$ cat src/hw/rtl/utf8_sanitize_filter_assert.svh
// Assertion macros shared by the text filter RTL.
// Both macros sample on clk and are disabled while rst is high.
`ifndef UTF8_SANITIZE_FILTER_ASSERT_SVH
`define UTF8_SANITIZE_FILTER_ASSERT_SVH
`ifndef ASSERT_OFF
// Check a condition at every clock edge out of reset.
`define U8SF_ASSERT_ALWAYS(lbl, cond) \
  lbl: assert property (@(posedge clk) disable iff (rst) (cond)) \
    else $error("assertion failed");
// Check that a condition implies another in the next cycle.
`define U8SF_ASSERT_NEXT(lbl, pre, post) \
  lbl: assert property (@(posedge clk) disable iff (rst) (pre) |=> (post)) \
    else $error("assertion failed");
`else
`define U8SF_ASSERT_ALWAYS(lbl, cond)
`define U8SF_ASSERT_NEXT(lbl, pre, post)
`endif
`endif

$ cat src/hw/rtl/u8sf_pkg.sv
// Shared types, byte class constants and helpers for the text filter.
// No dependencies.
package u8sf_pkg;

  localparam logic [7:0] PRINT_LO   = 8'h20;
  localparam logic [7:0] PRINT_END  = 8'h7f;
  localparam logic [7:0] MASK_CONT  = 8'b11000000;
  localparam logic [7:0] CODE_CONT  = 8'b10000000;
  localparam logic [7:0] MASK_LEAD2 = 8'b11100000;
  localparam logic [7:0] CODE_LEAD2 = 8'b11000000;
  localparam logic [7:0] MASK_LEAD3 = 8'b11110000;
  localparam logic [7:0] CODE_LEAD3 = 8'b11100000;
  localparam logic [7:0] MASK_LEAD4 = 8'b11111000;
  localparam logic [7:0] CODE_LEAD4 = 8'b11110000;

  localparam int RUN_MAX = 4;

  // One input's worth of results: up to four sequence bytes, then a terminator.
  typedef struct packed {
    logic [RUN_MAX-1:0][7:0] bytes;
    logic [2:0]              nb;
    logic                    eos;
  } burst_t;

  function automatic logic is_print(input logic [7:0] b);
    is_print = (b >= PRINT_LO) && (b < PRINT_END);
  endfunction

  function automatic logic is_cont(input logic [7:0] b);
    is_cont = (b & MASK_CONT) == CODE_CONT;
  endfunction

  // Sequence length announced by a lead byte, zero if not a lead byte.
  function automatic logic [2:0] lead_len(input logic [7:0] b);
    priority if ((b & MASK_LEAD2) == CODE_LEAD2) lead_len = 3'd2;
    else if ((b & MASK_LEAD3) == CODE_LEAD3) lead_len = 3'd3;
    else if ((b & MASK_LEAD4) == CODE_LEAD4) lead_len = 3'd4;
    else lead_len = 3'd0;
  endfunction

endpackage

$ cat src/hw/rtl/u8sf_seq.sv
// Sequence tracker: holds an open UTF-8 sequence and forms the result burst.
// Depends on u8sf_pkg and utf8_sanitize_filter_assert.svh.
`include "utf8_sanitize_filter_assert.svh"
module u8sf_seq (
  input  logic            clk,
  input  logic            rst,
  input  logic            load,
  input  logic [7:0]      in_byte,
  input  logic            end_of_string,
  output u8sf_pkg::burst_t burst
);
  import u8sf_pkg::*;

  logic [2:0][7:0] held;
  logic [2:0][7:0] held_next;
  logic [1:0]      held_count;
  logic [1:0]      held_count_next;
  logic [2:0]      seq_len;
  logic [2:0]      seq_len_next;
  logic            fresh;
  logic [2:0]      ll;

  // Judge the byte against the open sequence and build its burst
  always_comb begin
    held_next       = held;
    held_count_next = held_count;
    seq_len_next    = seq_len;
    burst           = '0;
    fresh           = 1'b0;
    ll              = lead_len(in_byte);

    if (seq_len != 3'd0) begin
      if (is_cont(in_byte)) begin
        if ({1'b0, held_count} + 3'd1 >= seq_len) begin
          // complete: release held bytes followed by this one
          for (int i = 0; i < 3; i++) begin
            burst.bytes[i] = (2'(i) == held_count) ? in_byte : held[i];
          end
          burst.bytes[3]  = in_byte;
          burst.nb        = {1'b0, held_count} + 3'd1;
          held_count_next = 2'd0;
          seq_len_next    = 3'd0;
        end else begin
          for (int i = 0; i < 3; i++) begin
            if (2'(i) == held_count) held_next[i] = in_byte;
          end
          held_count_next = held_count + 2'd1;
        end
      end else begin
        // broken sequence: drop held bytes, judge afresh
        held_count_next = 2'd0;
        seq_len_next    = 3'd0;
        fresh           = 1'b1;
      end
    end else if (!is_cont(in_byte)) begin
      fresh = 1'b1;
    end

    if (fresh) begin
      if (is_print(in_byte)) begin
        burst.bytes[0] = in_byte;
        burst.nb       = 3'd1;
      end else if (ll != 3'd0) begin
        seq_len_next    = ll;
        held_next[0]    = in_byte;
        held_count_next = 2'd1;
      end
    end

    // end of string: drop what is held, add the terminator
    if (end_of_string) begin
      held_count_next = 2'd0;
      seq_len_next    = 3'd0;
      burst.eos       = 1'b1;
    end
  end

  // Advance control state on each request taken
  always_ff @(posedge clk) begin
    if (rst) begin
      held_count <= 2'd0;
      seq_len    <= 3'd0;
    end else if (load) begin
      held_count <= held_count_next;
      seq_len    <= seq_len_next;
    end
  end

  // Hold bytes of the open sequence
  always_ff @(posedge clk) begin
    if (load) held <= held_next;
  end

  `U8SF_ASSERT_ALWAYS(a_idle_empty, (seq_len != 3'd0) || (held_count == 2'd0))
  `U8SF_ASSERT_ALWAYS(a_open_partial,
    (seq_len == 3'd0) || ((held_count != 2'd0) && ({1'b0, held_count} < seq_len)))
  `U8SF_ASSERT_ALWAYS(a_len_legal, (seq_len != 3'd1) && (seq_len <= 3'd4))
  `U8SF_ASSERT_ALWAYS(a_burst_size, burst.nb <= 3'd4)

endmodule

$ cat src/hw/rtl/utf8_sanitize_filter.sv
// Usage: byte-serial text filter passing printable ASCII and complete
// UTF-8 sequences.
//
// Input channel: in_valid / in_stall with in_byte and end_of_string. A
// request is taken when in_valid is high and in_stall is low.
// Output channel: out_valid / out_stall with out_byte, has_byte,
// string_done and run_last, one result per cycle while out_stall is low.
// Each input causes zero to five results; run_last marks the last one.
// A terminator (has_byte low, string_done high) closes each string.
// An input taken goes to the input register, then to the burst buffer
// whose head is the output. While out_stall is low, throughput is one
// result per cycle; an input that releases a burst of n results occupies
// the output until all n are taken; else both stages take a byte per cycle.
// When the receiver stalls, the burst buffer holds and one more input is
// taken into the input register before in_stall rises.
// Reset (rst, synchronous) empties both stages and closes any open sequence.
// Depends on u8sf_pkg, u8sf_seq and utf8_sanitize_filter_assert.svh.
`include "utf8_sanitize_filter_assert.svh"
module utf8_sanitize_filter (
  input  logic       clk,
  input  logic       rst,
  input  logic       in_valid,
  output logic       in_stall,
  input  logic [7:0] in_byte,
  input  logic       end_of_string,
  output logic       out_valid,
  input  logic       out_stall,
  output logic [7:0] out_byte,
  output logic       has_byte,
  output logic       string_done,
  output logic       run_last
);
  import u8sf_pkg::*;

  logic             in_full;
  logic [7:0]       in_b;
  logic             in_e;
  logic             in_take;
  logic             out_take;
  logic             load;
  burst_t           burst;
  logic [RUN_MAX-1:0][7:0] buf_bytes;
  logic [2:0]       buf_nb;
  logic             buf_eos;

  u8sf_seq u_seq (
    .clk           (clk),
    .rst           (rst),
    .load          (load),
    .in_byte       (in_b),
    .end_of_string (in_e),
    .burst         (burst)
  );

  // Output view of the burst buffer head
  assign out_valid   = (buf_nb != 3'd0) || buf_eos;
  assign has_byte    = buf_nb != 3'd0;
  assign out_byte    = (buf_nb != 3'd0) ? buf_bytes[0] : 8'h00;
  assign string_done = (buf_nb == 3'd0) && buf_eos;
  assign run_last    = ((buf_nb == 3'd1) && !buf_eos) || (buf_nb == 3'd0);

  // Handshakes: load the next burst once the buffer drains its last result
  assign out_take = out_valid && !out_stall;
  assign load     = in_full && (!out_valid || (out_take && run_last));
  assign in_stall = in_full && !load;
  assign in_take  = in_valid && !in_stall;

  // Input register control
  always_ff @(posedge clk) begin
    if (rst) begin
      in_full <= 1'b0;
    end else if (in_take) begin
      in_full <= 1'b1;
    end else if (load) begin
      in_full <= 1'b0;
    end
  end

  // Input register payload
  always_ff @(posedge clk) begin
    if (in_take) begin
      in_b <= in_byte;
      in_e <= end_of_string;
    end
  end

  // Burst buffer control: load a new burst or advance past the head
  always_ff @(posedge clk) begin
    if (rst) begin
      buf_nb  <= 3'd0;
      buf_eos <= 1'b0;
    end else if (load) begin
      buf_nb  <= burst.nb;
      buf_eos <= burst.eos;
    end else if (out_take) begin
      if (buf_nb != 3'd0) buf_nb <= buf_nb - 3'd1;
      else buf_eos <= 1'b0;
    end
  end

  // Burst buffer payload: shift so the head is always entry zero
  always_ff @(posedge clk) begin
    if (load) begin
      buf_bytes <= burst.bytes;
    end else if (out_take && (buf_nb != 3'd0)) begin
      for (int i = 0; i < RUN_MAX - 1; i++) buf_bytes[i] <= buf_bytes[i+1];
    end
  end

  `U8SF_ASSERT_ALWAYS(a_load_when_free,
    !load || !out_valid || (out_take && run_last))
  `U8SF_ASSERT_NEXT(a_hold_input, in_full && !load, in_full && $stable(in_b))
  `U8SF_ASSERT_ALWAYS(a_term_shape, !out_valid || !string_done || (!has_byte && run_last))
  `U8SF_ASSERT_NEXT(a_drain_step, out_take && !run_last && !load,
    out_valid && ((buf_nb == $past(buf_nb) - 3'd1) || (buf_nb == 3'd0)))

endmodule

$ cat config.mk
export PLATFORM = sky130hd
export DESIGN_NAME = utf8_sanitize_filter
export DESIGN_NICKNAME = d
export VERILOG_FILES = /design/src/hw/rtl/u8sf_pkg.sv /design/src/hw/rtl/u8sf_seq.sv /design/src/hw/rtl/utf8_sanitize_filter.sv
export VERILOG_INCLUDE_DIRS = /design/src /design/src/hw/rtl
export SDC_FILE = /design/constraint.sdc
export NUM_CORES = 1
export LEC_CHECK = 0
export CAP_MARGIN = 30
export CORE_ASPECT_RATIO = 0.6
export CORE_MARGIN = 10
export CORE_UTILIZATION = 55
export DETAILED_ROUTE_END_ITERATION = 10
export DONT_BUFFER_PORTS = 1
export PLACE_DENSITY = 0.7
export SLEW_MARGIN = 0
export SYNTH_ARGS = -nofsm -noshare
export SYNTH_HDL_FRONTEND = slang
export SYNTH_SLANG_ARGS = --single-unit
$ cat constraint.sdc
create_clock -name clk -period 3.1 [get_ports clk]
set_input_delay 0 -clock clk [delete_from_list [all_inputs] [get_ports clk]]
set_output_delay 0 -clock clk [all_outputs]
set_load 0.01 [all_outputs]
==> metrics.txt <==
outcome=completed; Synth Warn #=0; clock share of power=21.4%; final instance count without filler cells=368; Hold Crit Class=in -> reg; Clock Tree Buf Depth=2; Syn Area/Cell=13.4 sq um; Comb pwr share=27.1%; Post-synth top cells=edfxtp_1, mux2_2, a22o_1, inv_1, and2_1; slowest stage delay, CP=460 ps; Critical-path top delay cell=dfxtp_1; EDFF count, synth=65; die width=123 microns; Worst setup SP type=flop; post-CTS sizing=0; setup violators final=0; DR WL/cell=19.4 microns; WS Path Type=reg -> reg; Final Hold Viols=0; area grow syn2layout=11.3%; ys async rst share=0%; via count=2,176; Critical Path Fanout Max=7; Placed Cells=341; Peak VDD IR=0.463 mV; DRT Pass-1 Iters=5; Critical Path AT=2890 ps; FP Rows=22; Lkg Pwr=1.43 nW; synthesized flop and latch total=75; antenna violations before repair=0; Initial Util=57.1%; vias per cell=5.91; switching share of total power=32.6%; Slew Viols, Final=0; crit path from=u_seq.held_count[0]; chip height=81.8 microns; Synth cell types=47; worst hold path endpoint=buf_nb[2]; core area=6140 sq um; RR Endpoint=u_seq.held[3]; cell count after synthesis=262; Max-Cap Viols=0; worst hold path startpoint=out_stall; 1st-iter DRT viols=152; required time worst endpoint=3200 ps; first-pass GRT wire length=11.6 mm; worst skew pair latency=360 ps; number of global-route vias before repair=2,121; Clock Skews=8.50 ps; gr ovfl total=0; cell mode on critical path=ha_1; IO buf count=0; Ant. Diodes=0; worst slew pin tran=713 ps; share of cells above drive strength 1=19.0%; top cells by area, synth=edfxtp_1, mux2_2, dfxtp_1; sequential area share after synthesis=61.5%; TNS Setup=0 ps; CTS root buf=clkbuf_8; CP Depth=8; GP Congestion=0.918; Total GRT Usage=15.3%; clk sink count=75; part of the power in registers=51.5%; fin crit period=2780 ps; TritonCTS clock tree=done; fin nets=303; syn nets=285; RSZ-0062 raised after global routing=no; Reg2Reg Setup Slack=320 ps; Main synth FF type=edfxtp_1; DRC errors left=0; R2R cell count=8; I/O pin count=26; crit path cell chain=inv_1, ha_1, ha_1, a21o_1, a31oi_4, nand3_2, o21ai_2, mux2_2; post-route ant nets=0; CP Buf/Inv Count=1; post-layout util=63.5%; DP Wirelength=4.80 mm; fin crit share=89.7%; TritonCTS Buffers=9; Reg clk slew, reported paths=80 ps; switching power=0.000986 W; Yosys top cell by area=edfxtp_1; max frequency=359 MHz; worst r2r src=u_seq.held_count[0]; top-area cell type share of the netlist area=55.7%; Cell Area, Synth=3500 sq um; htree depth=3; Worst slew margin=52.3%; Critical Path End Type=flop; die area=10,100 sq um; count leader, synth=edfxtp_1; cell count of the worst hold path=4; cell family with most CP delay=compound AO/OA/AOI/OAI gates; drt total wl=7.13 mm; Pwr Density=776 nW/um^2; pin count of the biggest net entering global routing=29; cell-internal power=0.00204 W
## worst min-delay path, delay by kind of cell
family / cells / cell delay [ps]
AO/OA/AOI/OAI: 3 / 280
AND/OR/NAND/NOR: 1 / 70
## how the worst max path moves through the flow
stage                     slack [ps]       endpoint
after floorplan                  130   buf_bytes[0]
after global placement           480  u_seq.held[1]
after detailed placement         370  u_seq.held[2]
after CTS                        350  u_seq.held[2]
after global routing             190  u_seq.held[3]
final                            320  u_seq.held[3]
## area by class of cell
| type | count | area (sq um) |
|---|---|---|
| Fill cell | 478 | 2240 |
| Timing Repair Buffer | 19 | 173 |
| Clock inverter | 6 | 42.5 |
| Sequential cell | 75 | 2150 |
| Inverter | 16 | 60.1 |
| Clock buffer | 9 | 124 |
| Multi-Input combinational cell | 159 | 1240 |
| Tap cell | 84 | 105 |
## per-stage QoR
| step | hold slack (ps) | power, W | setup slack (ps) | cell area, sq um |
|---|---|---|---|---|
| floorplan | 98.9 | 0.00217 | 134 | 3500 |
| global placement | 70.6 | 0.00237 | 484 | 3610 |
| detailed placement | 72.3 | 0.00239 | 371 | 3610 |
| CTS | 16.2 | 0.00305 | 346 | 3900 |
| global route | 66.8 | 0.00320 | 186 | 3900 |
| finish | 29.2 | 0.00303 | 318 | 3900 |
## cells in the final DEF (no fill, tap or decap), types with 2 or more instances in the layout
cell,netlist,final
edfxtp_1,65,65
mux2_2,21,21
a22o_1,18,18
inv_1,15,15
and2_1,14,14
nand2_1,12,12
dlygate4sd3_1,0,12
nor2_1,11,11
ha_1,10,10
dfxtp_1,10,10
a21oi_1,9,9
clkbuf_8,0,9
o21ai_0,8,7
buf_4,1,7
and3_1,6,6
a221o_1,5,5
nor3_1,4,4
nand2b_1,3,3
mux2i_1,3,3
nand3_1,3,3
o211ai_1,3,3
nor2b_1,2,2
o21ai_2,1,2
nand4_1,2,2
a32o_1,2,2
a211oi_1,2,2
clkinvlp_4,0,2
clkinv_2,0,2
## power by group through the flow
stage / clock (W) / combinational [W] / sequential [W]
after detailed placement: 0 / 0.000814 / 0.00158
after floorplan: 0 / 0.000634 / 0.00153
after global placement: 0 / 0.000799 / 0.00157
after CTS: 0.000662 / 0.000830 / 0.00155
final: 0.000648 / 0.000820 / 0.00156
after global routing: 0.000705 / 0.000919 / 0.00158
## layer usage
layer,track usage (%),up-vias,wire [microns]
met5,0,-,0
met4,4.86,0,104
met3,6.85,9,663
met2,20.6,74,2880
met1,21.5,1075,3480
li1,-,1018,-
## logic make-up (layout without fill, tap and decap cells)
family | count (synthesis) | count (layout) | share of synthesized area, %
DFF | 75 | 75 | 61.5
and+or+nand+nor | 66 | 66 | 10.7
AOI/OAI and AO/OA | 57 | 57 | 13.1
buffers and inverters | 28 | 50 | 3.22
muxes | 24 | 24 | 7.61
adders and majority gates | 10 | 10 | 3.57
other | 1 | 1 | 0.107
xor gates and xnor gates | 1 | 1 | 0.250
## sequential cells by signal, indices dropped and copies added, names as in the netlist
name / flops
in_b: 8
buf_eos: 1
in_full: 1
u_seq.seq_len: 3
u_seq.held_count: 2
buf_nb: 3
u_seq.held: 24
buf_bytes: 32
in_e: 1
## what timing repair did
item,4_1_cts,5_1_grt
hold buffers,12,0
hold endpoints to repair,19,0
setup endpoints to repair,0,0
buffers inserted,0,0
Power figures use the tool's default switching activity.
